<file path="src/rtl/sctts_pkg.sv">
// Shared types and constants for the sorted coordinate toggle set.
`default_nettype none
package sctts_pkg;

	localparam int CAPACITY = 32;
	localparam int CNT_W    = $clog2(CAPACITY + 1);
	localparam int COORD_W  = 16;

	localparam logic CMD_TOGGLE = 1'b0;
	localparam logic CMD_EMIT   = 1'b1;

	localparam logic [1:0] ST_INSERTED = 2'd0;
	localparam logic [1:0] ST_REMOVED  = 2'd1;
	localparam logic [1:0] ST_FULL     = 2'd2;
	localparam logic [1:0] ST_ROW_WORD = 2'd3;

	localparam logic [COORD_W-1:0] END_MARKER_RST = 16'h7FFF;

	typedef struct packed {
		logic                      cmd;
		logic signed [COORD_W-1:0] coord;
		logic signed [COORD_W-1:0] row_value;
	} in_word_t;

	typedef struct packed {
		logic signed [COORD_W-1:0] word;
		logic [1:0]                status;
		logic                      last;
	} out_word_t;

	typedef enum logic [1:0] {
		OP_HOLD,
		OP_DELETE,
		OP_INSERT,
		OP_ROTATE
	} cell_op_t;

	// Broadcast from the control to every cell.
	typedef struct packed {
		cell_op_t                  op;
		logic signed [COORD_W-1:0] coord;
		logic signed [COORD_W-1:0] head;
	} cell_bcast_t;

	// What a cell shows to its neighbors and to the control.
	typedef struct packed {
		logic signed [COORD_W-1:0] coord;
		logic                      valid;
		logic                      lt;
		logic                      eq;
	} cell_view_t;

endpackage
`default_nettype wire

</file>
<file path="src/rtl/sctts_cell.sv">
// One storage cell of the sorted coordinate chain.
`default_nettype none
module sctts_cell
	import sctts_pkg::*;
(
	input  wire logic        clk,
	input  wire logic        arst_n,
	input  wire cell_bcast_t bcast,
	input  wire cell_view_t  left,
	input  wire cell_view_t  right,
	output cell_view_t       view
);

	logic signed [COORD_W-1:0] coord_q;
	logic                      valid_q;

	always_comb begin
		view.coord = coord_q;
		view.valid = valid_q;
		view.lt    = valid_q && (coord_q < bcast.coord);
		view.eq    = valid_q && (coord_q == bcast.coord);
	end

	// Cells at or past the target position move; those before it hold.
	always_ff @(posedge clk or negedge arst_n) begin
		if (!arst_n) begin
			valid_q <= 1'b0;
		end else begin
			case (bcast.op)
				OP_DELETE: begin
					if (!view.lt) begin
						valid_q <= right.valid;
					end
				end
				OP_INSERT: begin
					if (!view.lt) begin
						valid_q <= left.valid;
					end
				end
				default: begin
				end
			endcase
		end
	end

	always_ff @(posedge clk) begin
		case (bcast.op)
			OP_DELETE: begin
				if (!view.lt) begin
					coord_q <= right.coord;
				end
			end
			OP_INSERT: begin
				if (!view.lt) begin
					coord_q <= left.lt ? bcast.coord : left.coord;
				end
			end
			OP_ROTATE: begin
				// The last occupied cell takes the head word, closing the ring.
				if (valid_q) begin
					coord_q <= right.valid ? right.coord : bcast.head;
				end
			end
			default: begin
			end
		endcase
	end

endmodule
`default_nettype wire

</file>
<file path="src/rtl/sorted_coordinate_toggle_set_core.sv">
// Top level: sorted coordinate toggle set built from a chain of cells.
// A toggle word appears in the output register in the cycle after acceptance;
// toggles sustain one per unstalled cycle, set by the chain's parallel compare.
// An emit of n > 0 coordinates streams n+1 or n+2 words, one per unstalled
// cycle, by rotating the chain once around (an empty list gives no words); the
// next item is taken after its last word. Reset: empty list, end marker 32767.
`default_nettype none
module sorted_coordinate_toggle_set_core
	import sctts_pkg::*;
(
	input  wire logic        clk,
	input  wire logic        arst_n,
	input  wire logic        in_valid,
	output logic             in_stall,
	input  wire in_word_t    in_data,
	output logic             out_valid,
	input  wire logic        out_stall,
	output out_word_t        out_data,
	input  wire logic        psel,
	input  wire logic        penable,
	input  wire logic        pwrite,
	input  wire logic [2:0]  paddr,
	input  wire logic [31:0] pwdata,
	output logic [31:0]      prdata,
	output logic             pready
);

	typedef enum logic [2:0] {
		S_IDLE   = 3'b001,
		S_COORDS = 3'b010,
		S_END    = 3'b100
	} state_t;

	state_t                    state_q, state_d;
	logic [CNT_W-1:0]          count_q, count_d;
	logic [CNT_W-1:0]          rem_q, rem_d;
	logic [COORD_W-1:0]        end_marker_q;
	logic                      out_valid_q;
	out_word_t                 out_data_q, out_next;
	logic                      load_out;
	logic                      slot_free;
	logic                      in_accept;
	cell_bcast_t               bcast;
	cell_view_t                view  [CAPACITY];
	cell_view_t                left  [CAPACITY];
	cell_view_t                right [CAPACITY];
	logic [CAPACITY-1:0]       eq_vec;
	logic                      present;
	logic                      full;
	logic                      head_is_end;

	assign pready = 1'b1;

	always_ff @(posedge clk or negedge arst_n) begin
		if (!arst_n) begin
			end_marker_q <= END_MARKER_RST;
		end else if (psel && penable && pwrite && !paddr[2]) begin
			end_marker_q <= pwdata[COORD_W-1:0];
		end
	end

	always_comb begin
		prdata = '0;
		if (!paddr[2]) begin
			prdata = {{(32 - COORD_W){1'b0}}, end_marker_q};
		end
	end

	genvar gi;
	generate
		for (gi = 0; gi < CAPACITY; gi++) begin : g_chain
			if (gi == 0) begin : g_first
				// A virtual left neighbor that is occupied and below everything.
				assign left[gi] = '{coord: '0, valid: 1'b1, lt: 1'b1, eq: 1'b0};
			end else begin : g_mid
				assign left[gi] = view[gi-1];
			end
			if (gi == CAPACITY - 1) begin : g_last
				assign right[gi] = '{coord: '0, valid: 1'b0, lt: 1'b0, eq: 1'b0};
			end else begin : g_inner
				assign right[gi] = view[gi+1];
			end
			assign eq_vec[gi] = view[gi].eq;

			sctts_cell u_cell (
				.clk    (clk),
				.arst_n (arst_n),
				.bcast  (bcast),
				.left   (left[gi]),
				.right  (right[gi]),
				.view   (view[gi])
			);
		end
	endgenerate

	assign present     = |eq_vec;
	assign full        = view[CAPACITY-1].valid;
	assign head_is_end = (view[0].coord == end_marker_q);
	assign slot_free   = !out_valid_q || !out_stall;
	assign in_stall    = !((state_q == S_IDLE) && slot_free);
	assign in_accept   = in_valid && !in_stall;

	always_comb begin
		state_d     = state_q;
		count_d     = count_q;
		rem_d       = rem_q;
		load_out    = 1'b0;
		out_next    = out_data_q;
		bcast.op    = OP_HOLD;
		bcast.coord = in_data.coord;
		bcast.head  = view[0].coord;
		case (state_q)
			S_IDLE: begin
				if (in_accept) begin
					if (in_data.cmd == CMD_TOGGLE) begin
						load_out = 1'b1;
						if (present) begin
							bcast.op = OP_DELETE;
							count_d  = count_q - 1'b1;
							out_next = '{word: in_data.coord, status: ST_REMOVED, last: 1'b1};
						end else if (full) begin
							out_next = '{word: in_data.coord, status: ST_FULL, last: 1'b1};
						end else begin
							bcast.op = OP_INSERT;
							count_d  = count_q + 1'b1;
							out_next = '{word: in_data.coord, status: ST_INSERTED, last: 1'b1};
						end
					end else if (view[0].valid) begin
						load_out = 1'b1;
						out_next = '{word: in_data.row_value, status: ST_ROW_WORD, last: 1'b0};
						rem_d    = count_q;
						state_d  = S_COORDS;
					end
				end
			end
			S_COORDS: begin
				if (slot_free) begin
					load_out = 1'b1;
					bcast.op = OP_ROTATE;
					rem_d    = rem_q - 1'b1;
					out_next = '{word: view[0].coord, status: ST_ROW_WORD,
						last: (rem_q == CNT_W'(1)) && head_is_end};
					if (rem_q == CNT_W'(1)) begin
						state_d = head_is_end ? S_IDLE : S_END;
					end
				end
			end
			S_END: begin
				if (slot_free) begin
					load_out = 1'b1;
					out_next = '{word: end_marker_q, status: ST_ROW_WORD, last: 1'b1};
					state_d  = S_IDLE;
				end
			end
			default: begin
				state_d = S_IDLE;
			end
		endcase
	end

	always_ff @(posedge clk or negedge arst_n) begin
		if (!arst_n) begin
			state_q     <= S_IDLE;
			count_q     <= '0;
			rem_q       <= '0;
			out_valid_q <= 1'b0;
		end else begin
			state_q <= state_d;
			count_q <= count_d;
			rem_q   <= rem_d;
			if (load_out) begin
				out_valid_q <= 1'b1;
			end else if (!out_stall) begin
				out_valid_q <= 1'b0;
			end
		end
	end

	always_ff @(posedge clk) begin
		if (load_out) begin
			out_data_q <= out_next;
		end
	end

	assign out_valid = out_valid_q;
	assign out_data  = out_data_q;

endmodule
`default_nettype wire
</file>
<file path="config.mk">
export PLATFORM = sky130hd
export DESIGN_NAME = sorted_coordinate_toggle_set_core
export DESIGN_NICKNAME = d
export VERILOG_FILES = /design/src/rtl/sctts_pkg.sv /design/src/rtl/sctts_cell.sv /design/src/rtl/sorted_coordinate_toggle_set_core.sv
export SDC_FILE = /design/constraint.sdc
export NUM_CORES = 2
export LEC_CHECK = 0
export ABC_AREA = 1
export BUFFER_PORTS_ARGS = -buffer_cell sky130_fd_sc_hd__clkbuf_2
export CORE_ASPECT_RATIO = 1.75
export CORE_MARGIN = 5
export CORE_UTILIZATION = 40
export DETAILED_ROUTE_END_ITERATION = 6
export GPL_TIMING_DRIVEN = 0
export PLACE_DENSITY = 0.63
export REMOVE_ABC_BUFFERS = 1
export SLEW_MARGIN = 20
export SYNTH_ARGS = -nofsm -noshare
export SYNTH_HDL_FRONTEND = slang
export SYNTH_SLANG_ARGS = --single-unit
</file>
<file path="constraint.sdc">
create_clock -name clk -period 13.4 [get_ports clk]
set_input_delay 2.68 -clock clk [delete_from_list [all_inputs] [get_ports clk]]
set_output_delay 2.68 -clock clk [all_outputs]
set_load 0.03 [all_outputs]
</file>
==> PnR_summary.wiki <==
{| class="wikitable"
! Metric !! Value
|-
| Fraction of layout cells with a size suffix above 1 || 7.356%
|-
| Net load switching power || 7.265 mW
|-
| Relative slew slack || 14.63%
|-
| Final cell count without fillers || 7148
|-
| Data arrival time of the critical path || 10.43 ns
|-
| Vias in the first global route || 45210
|-
| Cells after Synth || 5732
|-
| WL met2 || 97650 um
|-
| Leading register cell type out of synthesis || edfxtp_1
|-
| Post-route clock period utilization || 74.79%
|-
| Average wire length per cell after detail routing || 29.10 um
|-
| Number of distinct library cells after synthesis || 52
|-
| Portion of total power attributed to combinational logic || 53.2%
|-
| Estimated wirelength of the detail-placed design || 148500 um
|-
| Total number of nets in the final design || 6190
|-
| Final design utilization || 44.17%
|-
| Fraction of synthesis flops using an asynchronous set or reset pin || 10.76%
|-
| Remaining antenna violation count after routing || 0
|-
| Uppermost layer routed || met5
|-
| Area of all placed cells without fillers || 51070 um2
|-
| Worst endpoint required time || 13.81 ns
|-
| Detail-routed via count per cell || 6.475
|-
| Clock-pin transition on the worst setup and hold timing paths || 0.07 ns
|-
| Number of synthesized register bits || 595
|-
| Achievable Freq || 99.78 MHz
|-
| Power Internal || 7.253 mW
|-
| Top cells by area, synth || edfxtp_1 (34%), ha_1 (14%), o21ai_0 (9.0%)
|-
| Gr usage total || 32.41%
|-
| Port Buf Inserts || 93
|-
| Deepest level of the CTS H-tree || 2
|-
| Worst-case vdd ir drop || 0.1512 mV
|-
| Routed length on met3 || 18730 um
|-
| Instance count after placement with tap cells included || 7033
|-
| Clock period minus worst slack || 10.02 ns
|-
| Final estimated routing congestion in global placement || 0.9672
|-
| Avg Cell Area, Syn || 8.125 um2
|-
| Fraction of the yosys area taken by sequential cells || 37.72%
|-
| Overflow after GRT || 0
|-
| Count of final hold-check violations || 0
|-
| Hold_ws || 0.5168 ns
|-
| PwrDens || 284.3 nW/um2
|-
| Die height || 461.4 um
|-
| Area after DPL || 49010 um2
|-
| Outcome || finished, violations left
|-
| Switching power share of the total || 50.04%
|-
| Leakage power figure || 21.16 nW
|-
| Overall die area || 123600 um2
|-
| Maximum net fanout on the critical path || 60
|-
| Warnings from Yosys || 0
|-
| Initial Util || 40.28%
|-
| Total clock buffers created by CTS || 60
|-
| Cell with the most instances after synthesis || o21ai_0
|-
| Final routed DRC violation total || 1
|-
| RSZ-0062 raised after global routing || false
|-
| Clock root buffer || clkbuf_16
|-
| Fin worst setup slack || 3.378 ns
|-
| Width of the chip || 267.9 um
|-
| IO Pins || 129
|-
| Worst Setup Start Kind || primary input
|-
| Number of max-slew violations in the final report || 0
|-
| Global-route wire length before repair || 298100 um
|-
| Number of buffers inserted by post-CTS setup repair || 0
|-
| EDFF count, synth || 531
|-
| Endpoints failing setup || 0
|-
| Number of antenna violations at the first check in global routing || 4
|-
| Violations in the final reports || DRC
|-
| Core Box Area || 115600 um2
|-
| Transition time at the pin with the least slew margin || 1.279 ns
|-
| Crit end category || flip-flop
|-
| TritonCTS clock tree || built
|-
| Class of the tightest hold or removal check || reg2reg
|-
| Library cell with the largest summed area after synthesis || edfxtp_1
|-
| Detailed-routing iteration count for the pre-antenna-repair pass || 7
|-
| Skew-Pair Late Insertion Delay || 0.69 ns
|-
| Overall via count from detail_route || 46290
|-
| Maximum number of pins on one net before global-route repair || 76
|-
| Number of violations reported at the end of detailed-routing iteration 0 || 5677
|-
| Clock network power share || 12.8%
|-
| Count of instances resized after the clock tree is built || 0
|-
| Wire length reported by the detailed router || 208000 um
|-
| Most frequent cells after synthesis || o21ai_0 (838), nand2_1 (809), nor2_1 (621)
|-
| Synth top area share || 34.24%
|-
| Worst setup path category || in2reg
|-
| Post-Synthesis Cell Area || 46570 um2
|-
| Post-synthesis to final-layout area growth || 9.659%
|-
| Post-Place Setup Slack || 3.075 ns
|-
| Total of hold buffers inserted after clock tree synthesis || 0
|-
| Number of maximum-capacitance constraint violations || 0
|-
| Sequential group share of total power || 34.0%
|-
| Layout Skew || 0.01806 ns
|-
| Longest Clk Path Bufs || 3
|-
| Post-route met1 wirelength || 65880 um
|-
| Total number of clock tree sinks || 595
|-
| Row count || 165
|}
==> layer usage <==
metal	track usage, %	vias up
li1	-	20360
met1	33.52	21910
met2	54.61	2885
met3	6.408	1128
met4	29.83	2
met5	0	-
==> worst paths after layout <==
| path | slack [ns] | cells after the start | from | end |
|---|---|---|---|---|
| max | 3.38 | 26 | in_data[25] | g_chain[5].u_cell.coord_q[15] |
| min | 0.52 | 2 | count_q[5] | count_q[5] |
| max reg2reg | 6.05 | 22 | g_chain[0].u_cell.coord_q[0] | g_chain[5].u_cell.coord_q[15] |
| min reg2reg | 0.52 | 2 | count_q[5] | count_q[5] |
| max in group asynchronous | 10.87 | 2 | arst_n | end_marker_q[10] |
| min in group asynchronous | 1.85 | 1 | arst_n | count_q[5] |
==> power by group through the flow <==
stage	clock network [mW]	registers, mW	logic [mW]
3_3_place_gp	0	4.96	7.30
6_report	1.85	4.94	7.73
2_1_floorplan	0	4.40	5.00
5_1_grt	1.91	4.98	8.49
3_5_place_dp	0	4.91	7.54
4_1_cts	1.85	4.88	7.57
==> registers in the layout, summed over array words and instances (netlist names) <==
register                cells
rem_q                       6
count_q                     6
out_valid                   1
end_marker_q               16
g_chain.u_cell.valid_q     32
out_data                   19
g_chain.u_cell.coord_q    512
state_q                     3
==> area by class of cell <==
cell class | count | area, um2
fillers | 11390 | 64540
multi-input cells | 4394 | 26240
flip-flops and latches | 595 | 17570
well taps | 1503 | 1881
repair buffers | 164 | 1871
clock buffers | 84 | 1703
inverters | 377 | 1485
clock inverters | 28 | 316.6
diodes | 3 | 7.507
==> worst max-delay path: stages <==
cell      delay [ns]
clkbuf_4        0.73
inv_4           0.40
buf_12          0.30
ha_1            0.34
nand2_1         0.06
nor2_1          0.04
nand2_1         0.06
inv_1           0.08
nand3_1         0.28
nand2_1         0.09
nor2_1          0.32
nand2_1         0.09
nor2_1          0.67
nand2_1         0.16
a21oi_1         0.43
ha_4            0.49
buf_16          0.30
buf_12          0.27
buf_12          0.26
nor2_4          0.16
buf_16          0.20
inv_2           0.43
buf_16          0.26
o21ai_1         0.40
a22oi_1         0.51
o21ai_0         0.17
==> per-stage QoR <==
stage                     TNS (ns)  power (mW)
after CTS                        0       14.30
after detailed placement         0       12.44
after global routing             0       15.38
final                            0       14.52
after floorplan           -3251.13       9.397
after global placement           -       12.26
==> placed cells by master (no fill, tap or decap), types with 18 or more instances in the layout <==
master	n
nand3_1	238
edfxtp_1	531
nand4_1	59
clkinv_2	28
nand2_1	809
o21ai_1	273
o21ai_2	18
clkbuf_16	61
a21oi_1	372
dfrtp_1	48
o21ai_0	831
clkbuf_2	77
o211ai_1	70
a22oi_1	416
ha_1	518
inv_1	327
nor2_1	618
buf_12	30
==> cells by family after synthesis <==
kind of cell	after synthesis	share of synthesized area, %
other	2	0.01613
AO/OA/AOI/OAI	2034	24.81
buffers and inverters	758	6.832
XOR/XNOR	15	0.2821
adder cells (fa/ha/maj)	523	14.07
AND/OR/NAND/NOR	1805	16.27
flip-flops	595	37.72
Note: power is estimated with default switching activity, not from simulation.
